$ cat config.mk
export PLATFORM = sky130hd
export DESIGN_NAME = pdf_revision_marker_scanner
export DESIGN_NICKNAME = d
export VERILOG_FILES = /design/src/prms_pkg.sv /design/src/pdf_revision_marker_scanner.sv
export SDC_FILE = /design/constraint.sdc
export NUM_CORES = 1
export LEC_CHECK = 0
export ABC_AREA = 1
export BUFFER_PORTS_ARGS = -buffer_cell sky130_fd_sc_hd__clkbuf_2
export CAP_MARGIN = 15
export CELL_PAD_IN_SITES_DETAIL_PLACEMENT = 2
export CELL_PAD_IN_SITES_GLOBAL_PLACEMENT = 2
export CORE_MARGIN = 8
export CORE_UTILIZATION = 37
export CTS_CLUSTER_SIZE = 10
export DETAILED_ROUTE_END_ITERATION = 12
export GPL_TIMING_DRIVEN = 0
export MAX_ROUTING_LAYER = met4
export PLACE_DENSITY = 0.9
export SYNTH_ARGS = -nofsm -noshare
export SYNTH_HDL_FRONTEND = slang
export SYNTH_SLANG_ARGS = --single-unit
$ cat constraint.sdc
create_clock -name i_clk -period 6.55 [get_ports i_clk]
set_input_delay 0.3275 -clock i_clk [delete_from_list [all_inputs] [get_ports i_clk]]
set_output_delay 0.3275 -clock i_clk [all_outputs]
set_load 0.02 [all_outputs]
$ cat src/prms_pkg.sv
// Shared types and constants of the PDF revision marker scanner.
package prms_pkg;

    typedef logic [7:0] t_byte;

    // Bytes of history kept in front of the current byte.
    localparam int WIN_DEPTH = 9;

    // Emitted count fields are clamped to this value.
    localparam logic [15:0] FIELD_MAX = 16'hFFFF;

    // Tamper score, in units of 0.05.
    localparam logic [4:0] SCORE_CAP     = 5'd20;
    localparam logic [4:0] SCORE_PER_REV = 5'd6;
    localparam logic [4:0] SCORE_PREV    = 5'd5;
    localparam logic [4:0] SCORE_SIG     = 5'd5;

    // Packed result: eof, prev, signature, extra, score, zero fill to 56 bits.
    localparam int OUT_BITS = 56;

    localparam t_byte MK_EOF [5] = '{8'h25, 8'h25, 8'h45, 8'h4F, 8'h46};
    localparam t_byte MK_PREV[5] = '{8'h2F, 8'h50, 8'h72, 8'h65, 8'h76};
    localparam t_byte MK_SIG_A[9] =
        '{8'h2F, 8'h54, 8'h79, 8'h70, 8'h65, 8'h2F, 8'h53, 8'h69, 8'h67};
    localparam t_byte MK_SIG_B[10] =
        '{8'h2F, 8'h54, 8'h79, 8'h70, 8'h65, 8'h20, 8'h2F, 8'h53, 8'h69, 8'h67};

endpackage

$ cat src/pdf_revision_marker_scanner.sv
// Top level of the PDF revision marker scanner: byte window, marker counters and result.
//
// The block takes one document byte per request on the slave side, the last byte of the
// document flagged by s_axis_tlast, and sustains one byte per clock cycle. Each byte, together
// with the nine bytes before it, is compared against the markers "%%EOF", "/Prev",
// "/Type/Sig" and "/Type /Sig"; end-of-file and previous-revision markers are counted in
// saturating counters of COUNT_BITS bits and a signature marker sets a sticky flag. When the
// last byte is processed a single result request is presented on the master side, through
// one input register and one result register, and the window, the counters and the flag
// are cleared so that the following byte starts a new document.
// Non-final bytes produce no result. Byte acceptance only pauses when the last byte of a
// document sits in the input register while the previous document's result is still waiting
// in the result register and is not taken in that cycle; otherwise the block takes a byte
// every cycle regardless of the master side. The score counts 6 per extra revision, plus 5
// when any previous-revision marker was seen, clamped to 20, and 5 more (clamped again) when
// a signature is present alongside extra revisions; 20 corresponds to a likelihood of 1.0.
module pdf_revision_marker_scanner #(
    parameter int COUNT_BITS = 16
) (
    input  logic                          i_clk,
    input  logic                          i_rst_n,
    input  logic                          s_axis_tvalid,
    output logic                          s_axis_tready,
    input  prms_pkg::t_byte               s_axis_tdata,  // [7:0] data_byte
    input  logic                          s_axis_tlast,  // end_of_doc
    output logic                          m_axis_tvalid,
    input  logic                          m_axis_tready,
    // [15:0] eof_markers, [31:16] prev_markers, [32] signature_seen,
    // [48:33] extra_revisions, [53:49] tamper_score, [55:54] zero
    output logic [prms_pkg::OUT_BITS-1:0] m_axis_tdata
);
    import prms_pkg::*;

    // Width wide enough for both a counter and the 16-bit output fields.
    localparam int WideBits = (COUNT_BITS > 16) ? COUNT_BITS : 16;
    localparam logic [COUNT_BITS-1:0] CountMax = '1;

    // Input register.
    logic                  r_in_valid;
    t_byte                 r_in_byte;
    logic                  r_in_last;

    // Document state.
    t_byte                 r_win [WIN_DEPTH];
    logic [COUNT_BITS-1:0] r_eof;
    logic [COUNT_BITS-1:0] r_prev;
    logic                  r_sig;

    // Result register.
    logic                  r_out_valid;
    logic [OUT_BITS-1:0]   r_out_data;

    logic                  w_advance;
    logic                  w_emit;
    t_byte                 w_buf [WIN_DEPTH+1];
    logic                  w_hit_eof;
    logic                  w_hit_prev;
    logic                  w_hit_sig;
    logic                  w_hit_sig_b;
    logic [COUNT_BITS-1:0] n_eof;
    logic [COUNT_BITS-1:0] n_prev;
    logic                  n_sig;
    logic [COUNT_BITS-1:0] w_extra;
    logic [5:0]            w_score_base;
    logic [5:0]            w_score_prev;
    logic [5:0]            w_score_sig;
    logic [WideBits-1:0]   w_eof_wide;
    logic [WideBits-1:0]   w_prev_wide;
    logic [WideBits-1:0]   w_extra_wide;
    logic [15:0]           w_eof_field;
    logic [15:0]           w_prev_field;
    logic [15:0]           w_extra_field;
    logic [OUT_BITS-1:0]   n_out_data;

    // The held byte moves on unless it is a last byte and the result slot is still occupied and not being taken.
    assign w_advance     = r_in_valid && (!r_in_last || !r_out_valid || m_axis_tready);
    assign w_emit        = w_advance && r_in_last;
    assign s_axis_tready = !r_in_valid || w_advance;

    // Marker comparison against the tail of the window plus the current byte.
    always_comb begin
        for (int i = 0; i < WIN_DEPTH; i++) begin
            w_buf[i] = r_win[i];
        end
        w_buf[WIN_DEPTH] = r_in_byte;

        w_hit_eof  = 1'b1;
        w_hit_prev = 1'b1;
        for (int k = 0; k < 5; k++) begin
            if (w_buf[WIN_DEPTH-4+k] != MK_EOF[k]) begin
                w_hit_eof = 1'b0;
            end
            if (w_buf[WIN_DEPTH-4+k] != MK_PREV[k]) begin
                w_hit_prev = 1'b0;
            end
        end

        w_hit_sig = 1'b1;
        for (int k = 0; k < 9; k++) begin
            if (w_buf[1+k] != MK_SIG_A[k]) begin
                w_hit_sig = 1'b0;
            end
        end
        w_hit_sig_b = 1'b1;
        for (int k = 0; k < 10; k++) begin
            if (w_buf[k] != MK_SIG_B[k]) begin
                w_hit_sig_b = 1'b0;
            end
        end
        w_hit_sig = w_hit_sig || w_hit_sig_b;
    end

    // Saturating counter updates including the current byte.
    always_comb begin
        n_eof  = (w_hit_eof && r_eof != CountMax) ? r_eof + COUNT_BITS'(1) : r_eof;
        n_prev = (w_hit_prev && r_prev != CountMax) ? r_prev + COUNT_BITS'(1) : r_prev;
        n_sig  = r_sig || w_hit_sig;
    end

    // Result fields and score.
    always_comb begin
        w_extra = (n_eof != '0) ? n_eof - COUNT_BITS'(1) : '0;

        if (w_extra >= COUNT_BITS'(4)) begin
            w_score_base = 6'(SCORE_CAP);
        end else begin
            w_score_base = 6'(w_extra[1:0]) * 6'(SCORE_PER_REV);
        end

        w_score_prev = w_score_base + ((n_prev != '0) ? 6'(SCORE_PREV) : 6'd0);
        if (w_score_prev > 6'(SCORE_CAP)) begin
            w_score_prev = 6'(SCORE_CAP);
        end

        w_score_sig = w_score_prev;
        if (n_sig && w_extra != '0) begin
            w_score_sig = w_score_prev + 6'(SCORE_SIG);
            if (w_score_sig > 6'(SCORE_CAP)) begin
                w_score_sig = 6'(SCORE_CAP);
            end
        end

        w_eof_wide   = WideBits'(n_eof);
        w_prev_wide  = WideBits'(n_prev);
        w_extra_wide = WideBits'(w_extra);
        w_eof_field   = (w_eof_wide > WideBits'(FIELD_MAX)) ? FIELD_MAX : w_eof_wide[15:0];
        w_prev_field  = (w_prev_wide > WideBits'(FIELD_MAX)) ? FIELD_MAX : w_prev_wide[15:0];
        w_extra_field = (w_extra_wide > WideBits'(FIELD_MAX)) ? FIELD_MAX : w_extra_wide[15:0];

        n_out_data = {2'b00, w_score_sig[4:0], w_extra_field, n_sig,
                      w_prev_field, w_eof_field};
    end

    // Control and document state.
    always_ff @(posedge i_clk) begin
        if (!i_rst_n) begin
            r_in_valid  <= 1'b0;
            r_out_valid <= 1'b0;
            r_eof       <= '0;
            r_prev      <= '0;
            r_sig       <= 1'b0;
            for (int i = 0; i < WIN_DEPTH; i++) begin
                r_win[i] <= '0;
            end
        end else begin
            if (s_axis_tready) begin
                r_in_valid <= s_axis_tvalid;
            end

            if (w_emit) begin
                r_out_valid <= 1'b1;
            end else if (m_axis_tready) begin
                r_out_valid <= 1'b0;
            end

            if (w_emit) begin
                // End of document: back to the state after reset.
                r_eof  <= '0;
                r_prev <= '0;
                r_sig  <= 1'b0;
                for (int i = 0; i < WIN_DEPTH; i++) begin
                    r_win[i] <= '0;
                end
            end else if (w_advance) begin
                r_eof  <= n_eof;
                r_prev <= n_prev;
                r_sig  <= n_sig;
                for (int i = 0; i < WIN_DEPTH; i++) begin
                    r_win[i] <= w_buf[i+1];
                end
            end
        end
    end

    // Payload registers.
    always_ff @(posedge i_clk) begin
        if (s_axis_tready && s_axis_tvalid) begin
            r_in_byte <= s_axis_tdata;
            r_in_last <= s_axis_tlast;
        end
        if (w_emit) begin
            r_out_data <= n_out_data;
        end
    end

    assign m_axis_tvalid = r_out_valid;
    assign m_axis_tdata  = r_out_data;

    // The score never leaves its range.
    a_score_cap: assert property (@(posedge i_clk) disable iff (!i_rst_n)
        m_axis_tvalid |-> (m_axis_tdata[53:49] <= SCORE_CAP))
        else $error("tamper score above cap");

    // Without extra revisions only the previous-revision bonus can apply.
    a_score_no_extra: assert property (@(posedge i_clk) disable iff (!i_rst_n)
        (m_axis_tvalid && m_axis_tdata[48:33] == 16'd0) |-> (m_axis_tdata[53:49] <= SCORE_PREV))
        else $error("score without extra revisions too high");

    // Extra revisions follow the end-of-file count.
    a_extra_count: assert property (@(posedge i_clk) disable iff (!i_rst_n)
        (m_axis_tvalid && m_axis_tdata[15:0] != 16'd0 && m_axis_tdata[15:0] != FIELD_MAX)
        |-> (m_axis_tdata[48:33] == m_axis_tdata[15:0] - 16'd1))
        else $error("extra revisions do not match end-of-file count");

    // A new result is only loaded once the previous one has been taken.
    a_no_overwrite: assert property (@(posedge i_clk) disable iff (!i_rst_n)
        (m_axis_tvalid && !m_axis_tready) |=> m_axis_tvalid && $stable(m_axis_tdata))
        else $error("pending result overwritten");

endmodule

==> results of run 1 <==
sequential cells by signal, summed over array words and instances (netlist names):
signal and flops:
r_prev 16, r_sig 1, r_eof 16, r_in_last 1, r_in_byte 8, r_win 72
m_axis_tvalid 1, r_in_valid 1, m_axis_tdata 54
stage by stage:
step / utilization (%) / setup TNS, ns / cells
finish: 43.3 / 0 / 1467
global route: 43.3 / -0.0858 / 1467
CTS: 43.1 / 0 / 1466
detailed placement: 40.8 / 0 / 1434
global placement: 40.7 / 0 / 1433
floorplan: - / 0 / 1041
kinds of logic (layout without fill, tap and decap cells):
family / count (synthesis) / count (layout) / share of synthesized area (%)
adders and majority gates: 10 / 10 / 1.37
buffers and inverters: 228 / 330 / 10.1
and+or+nand+nor: 515 / 515 / 28.5
DFF: 170 / 170 / 52.2
other: 1 / 2 / 0.0411
AOI/OAI and AO/OA: 90 / 90 / 5.33
xor gates and xnor gates: 26 / 26 / 2.50
metal layers:
layer / global-route usage [%] / vias to the layer above / part of all wire (%)
li1: - / 3540 / -
met1: 22.7 / 3774 / 42
met2: 36.1 / 139 / 52
met3: 3.83 / 53 / 3.1
met4: 7.40 / 0 / 2.4
met5: - / - / 0
placed cells by master, fill, tap and decap left out, types with 34 or more instances in the layout:
cell type  Yosys  layout
dfxtp_1       35      34
inv_1        186     185
nand2_1      158     157
clkbuf_2       0      68
nand3_1       46      46
edfxtp_1     135     135
nand4_1       34      34
nor2_1       151     150
nand2_2       35      35
o21ai_0       48      48
worst register-to-register path: cells and delay by family, from the launching register on:
kind / cells / cell delay (ns)
AO/OA/AOI/OAI: 1 / 0.23
buffers and inverters: 5 / 0.56
AND/OR/NAND/NOR: 24 / 3.39
adder cells (fa/ha/maj): 5 / 1.32
flip-flops: 1 / 0.41
what timing repair did:
| action | 4_1_cts | 5_1_grt |
|---|---|---|
| gates resized for setup | 1 | 9 |
| pin swaps | 0 | 1 |
| setup endpoints to repair | 3 | 5 |
| setup buffers | 0 | 1 |
worst max path at each step:
stage | cells past startpoint | start | endpoint | slack, ns
2_1_floorplan | 35 | r_eof[0] | m_axis_tdata[49] | 1.52
3_3_place_gp | 34 | r_eof[0] | m_axis_tdata[49] | 0.42
3_5_place_dp | 34 | r_in_byte[5] | m_axis_tdata[52] | 0.07
4_1_cts | 35 | r_eof[0] | m_axis_tdata[52] | 0.07
5_1_grt | 36 | r_in_byte[5] | m_axis_tdata[52] | -0.04
6_report | 35 | r_eof[0] | m_axis_tdata[52] | 0.40
power groups by stage:
stage                     Sequential, W  Clock (W)  Combinational (W)
after floorplan                 0.00130          0           0.000266
after global placement          0.00129          0           0.000372
after detailed placement        0.00129          0           0.000403
after CTS                       0.00127    0.00101           0.000418
after global routing            0.00128    0.00105           0.000465
final                           0.00127   0.000993           0.000423
area by class of cell:
class | instances | area [sq um]
fillers | 2705 | 13700
multi-input cells | 643 | 3490
repair buffers | 70 | 368
flip-flops and latches | 170 | 4760
well taps | 324 | 405
clock inverters | 13 | 110
inverters | 202 | 766
plain buffers | 26 | 155
clock buffers | 19 | 453
==> impl_metrics.json, run 1 <==
{
  "synth.yosys.warnings": 0,
  "min_path_type": "primary input to flip-flop",
  "comb_power_share_pct": 15.7,
  "postPlaceCellArea_sq_um": 9890,
  "ys_async_sr_fraction_pct": 0,
  "worstPathMaxFanout": 10,
  "totalWireLength_microns": 29200,
  "startpoint_type": "flip-flop",
  "share_seq_of_total_power_pct": 47.3,
  "vias": 7506,
  "yosysSeqAreaShare_pct": 52.2,
  "cp_slowest_cell": "dfxtp_2",
  "tightest_slew_ns": 0.995,
  "synthTopCellsByCount": "186 x inv_1, 158 x nand2_1, 151 x nor2_1, 135 x edfxtp_1, 48 x o21ai_0",
  "dp_hpwl_microns": 21000,
  "avgSynthCellArea_sq_um": 8.77,
  "io_pins": 71,
  "track_usage_pct": 20.4,
  "hold_violations": 0,
  "end_kind": "flip-flop",
  "worstSetupPathType": "flip-flop to flip-flop",
  "grt_max_degree": 73,
  "skew_ns": 0.0142,
  "holdPathEnd": "r_in_byte[4]",
  "synthTopCellsByArea": "edfxtp_1 44%, dfxtp_1 7.7%, inv_1 7.7%, nand2_1 6.5%, nor2_1 6.2%",
  "antenna_cells": 0,
  "cts.htree.levels": 4,
  "firstDrtPassIters": 4,
  "syn_inst": 1040,
  "crit_family": "simple AND/OR/NAND/NOR gates",
  "p_leak_nw": 4.50,
  "numCtsBuffers": 17,
  "via_per_inst": 5.12,
  "cp.required_ns": 6.76,
  "placeableCoreArea_sq_um": 24200,
  "vdd_ir_drop_max_mv": 0.172,
  "synthToLayoutAreaGrowth_pct": 15.2,
  "holdBufCountCts": 0,
  "synthDominantCellAreaShare_pct": 44.5,
  "slew_headroom_pct": 33.7,
  "die_w_microns": 173,
  "cpPeakStageDelay_ns": 0.41,
  "cp.arrival_ns": 6.36,
  "ys_ff_latch": 170,
  "regToRegSetupSlack_ns": 0.40,
  "nNetsFinal": 1153,
  "cp.buffers_inverters": 5,
  "p_int_w": 0.00186,
  "wl_per_cell_microns": 19.9,
  "initial_core_util_pct": 37.6,
  "p_switching_w": 0.000828,
  "hold_path.startpoint": "s_axis_tdata[4]",
  "r2r-start": "r_eof[0]",
  "fin_hold_ws_ns": 0.0495,
  "pre_cts_ws_ns": 0.0743,
  "finalSetupViolCount": 0,
  "drt_iter0_drc": 334,
  "hold_depth": 1,
  "p_total_w": 0.00269,
  "final_layout_size_suffix_gt1_share_pct": 19.9,
  "syn_area_sq_um": 9120,
  "tritoncts": "yes",
  "ys_types": 43,
  "remaining_drc_errors": 0,
  "clkTransAtPathRegs_ns": 0.07,
  "clock.fmax_mhz": 163,
  "antenna_left": 0,
  "synthFlopType": "edfxtp_1",
  "synth_top_area_cell": "edfxtp_1",
  "grt_pass1_wl_microns": 47300,
  "core.rowCount": 57,
  "p_clk_share_pct": 36.9,
  "die_height_microns": 173,
  "dieArea_sq_um": 29900,
  "r2r_cells": 35,
  "grt-ovfl-total": 0,
  "cts_root_buf": "clkbuf_16",
  "min_period_over_period_pct": 93.9,
  "synth_edf_count": 135,
  "cp_common_cell": "nand2_1",
  "portBuffers": 68,
  "synth.most_common_cell": "inv_1",
  "layout_min_cycle_time_ns": 6.15,
  "grt_pass1_vias": 8568,
  "outcome": "finished clean",
  "slew_violations": 0,
  "worstReg2RegEnd": "m_axis_tdata[52]",
  "cap_violations": 0,
  "final_cell_area_sq_um": 10500,
  "antenna_found_initial": 0,
  "cts_sinks": 170,
  "gp_congestion": 0.866,
  "setup_slack_ns": 0.398,
  "clk_latency_ns": 0.45,
  "p_sw_share_pct": 30.8,
  "power.density_nw_per_um2": 256,
  "cts_max_path_buffers": 2
}
Power figures use the tool's default switching activity.
==> run 2, diff against run 1 <==
--- a/config.mk
+++ b/config.mk
@@ -10,7 +10,6 @@
 export CAP_MARGIN = 15
 export CELL_PAD_IN_SITES_DETAIL_PLACEMENT = 2
 export CELL_PAD_IN_SITES_GLOBAL_PLACEMENT = 2
-export CORE_MARGIN = 8
 export CORE_UTILIZATION = 37
 export CTS_CLUSTER_SIZE = 10
 export DETAILED_ROUTE_END_ITERATION = 12
==> run 2 against run 1 <==
  * Flip-flop and latch count stayed put
  * Fmax up 1.7%
  * Sequential power barely moved
  * Clock power increased by 4%
  * Critical path depth fell by 1
  * Register-to-register slack better by 0.10 ns
  * Count of clock-buffer cells in the layout shrank 2
  * Critical path type unchanged
==> impl_metrics.json, run 2 (synthesis results as in run 1) <==
{
  "largest_register_ffs": 72,
  "tightest_slew_ns": 0.989,
  "cp_slowest_cell": "edfxtp_1",
  "antenna_cells": 0,
  "holdPathEnd": "r_in_byte[6]",
  "p_leak_nw": 4.52,
  "grt_setup_unrepaired": "false",
  "worstSetupPathType": "flip-flop to flip-flop",
  "cap_violations": 0,
  "cp.required_ns": 6.77,
  "final_common_cell": "inv_1",
  "track_usage_pct": 25.0,
  "remaining_drc_errors": 0,
  "grt-ovfl-total": 0,
  "wl_met2_microns": 15700,
  "grt_pass1_vias": 8395,
  "cts_max_path_buffers": 2,
  "final_cell_mix": "185 x inv_1, 156 x nand2_1, 150 x nor2_1",
  "wl_per_cell_microns": 20.1,
  "drt-met1-wl_microns": 12300,
  "r2r_cells": 34,
  "antenna_found_initial": 0,
  "portBuffers": 68,
  "highest_layer": "met4",
  "outcome": "finished clean",
  "io_pins": 71,
  "fin_util_pct": 43.4,
  "firstDrtPassIters": 5,
  "fin_hold_ws_ns": 0.0447,
  "die_height_microns": 159,
  "grt_pass1_wl_microns": 46900,
  "startpoint_type": "flip-flop",
  "hold_violations": 0,
  "finalSetupViolCount": 0,
  "hold_path.startpoint": "s_axis_tdata[6]",
  "worstReg2RegEnd": "m_axis_tdata[50]",
  "synthToLayoutAreaGrowth_pct": 15.5,
  "tritoncts": "yes",
  "dp_hpwl_microns": 20000,
  "pre_cts_ws_ns": 0.0415,
  "setup_slack_ns": 0.498,
  "p_total_w": 0.00273,
  "gp_congestion": 0.860,
  "clock.fmax_mhz": 165,
  "min_path_type": "primary input to flip-flop",
  "final_layout_size_suffix_gt1_share_pct": 20.0,
  "skew_ns": 0.0109,
  "holdBufCountCts": 0,
  "fillers": 2713,
  "end_kind": "flip-flop",
  "worstPathMaxFanout": 10,
  "cp_common_cell": "nand2_1",
  "grt_max_degree": 73,
  "placeableCoreArea_sq_um": 24200,
  "power.density_nw_per_um2": 259,
  "antenna_left": 0,
  "core.rowCount": 57,
  "top_regs": "r_win: 72 flops, m_axis_tdata: 54 flops",
  "r2r-start": "r_win[0][49]",
  "cts_sinks": 170,
  "cts_root_buf": "clkbuf_16",
  "setup_tns_ns": 0,
  "clkTransAtPathRegs_ns": 0.07,
  "initial_core_util_pct": 37.6,
  "cpPeakStageDelay_ns": 0.51,
  "regToRegSetupSlack_ns": 0.50,
  "nNetsFinal": 1153,
  "cts.htree.levels": 4,
  "dieArea_sq_um": 25300,
  "totalWireLength_microns": 29500,
  "met3_length_microns": 931,
  "cp.arrival_ns": 6.27,
  "die_w_microns": 159,
  "min_period_over_period_pct": 92.4,
  "clk_latency_ns": 0.45,
  "regMostFlops": "r_win",
  "vdd_ir_drop_max_mv": 0.160,
  "hold_depth": 1,
  "drt_iter0_drc": 384,
  "numCtsBuffers": 17,
  "via_per_inst": 5.15,
  "slew_violations": 0,
  "vias": 7550,
  "slew_headroom_pct": 34.0,
  "layout_min_cycle_time_ns": 6.05
}
-- run 2: cell type report --
cell class	instances	area (sq um)	share of cell area, %
well taps	324	405	3.85
plain buffers	26	155	1.47
flip-flops and latches	170	4760	45.2
multi-input cells	643	3500	33.2
repair buffers	70	368	3.49
inverters	202	766	7.27
clock inverters	15	160	1.52
clock buffers	17	425	4.04
-- run 2: per-layer routing --
layer	global-route usage (%)	vias to the layer above
met2	44.8	164
li1	-	3536
met4	9.62	0
met5	-	-
met3	3.93	48
met1	27.9	3802
-- run 2: power by group --
group	switching, W	internal (W)	leakage, nW
sequential	0.0000429	0.00123	1.64
combinational	0.000307	0.000114	2.60
clock	0.000495	0.000539	0.286
total	0.000845	0.00188	4.52
-- run 2: worst max-delay path, delay by kind of cell, from the launching register on --
kind,cells,cell delay (ns)
flops,1,0.51
compound gates,1,0.20
simple gates,24,3.23
buf+inv,4,0.58
fa+ha+maj,5,1.26
-- run 2: timing repair --
item | CTS | global route
endpoints found under the setup margin | 5 | 5
pin swaps | 0 | 1
resized for setup | 3 | 7
setup buffers | 0 | 1
-- run 2: worst max path at each step --
stage / from / slack (ns) / end
floorplan: r_eof[0] / 1.52 / m_axis_tdata[49]
global placement: r_eof[0] / 0.39 / m_axis_tdata[50]
detailed placement: r_eof[0] / 0.04 / m_axis_tdata[50]
CTS: r_eof[0] / 0.17 / m_axis_tdata[50]
global route: r_win[0][54] / 0.06 / m_axis_tdata[50]
finish: r_win[0][49] / 0.50 / m_axis_tdata[50]
-- run 2: through the flow --
step	std cells	cell area [sq um]
CTS	1466	10500
floorplan	1041	9120
finish	1467	10500
global placement	1433	9870
detailed placement	1434	9890
global route	1467	10500
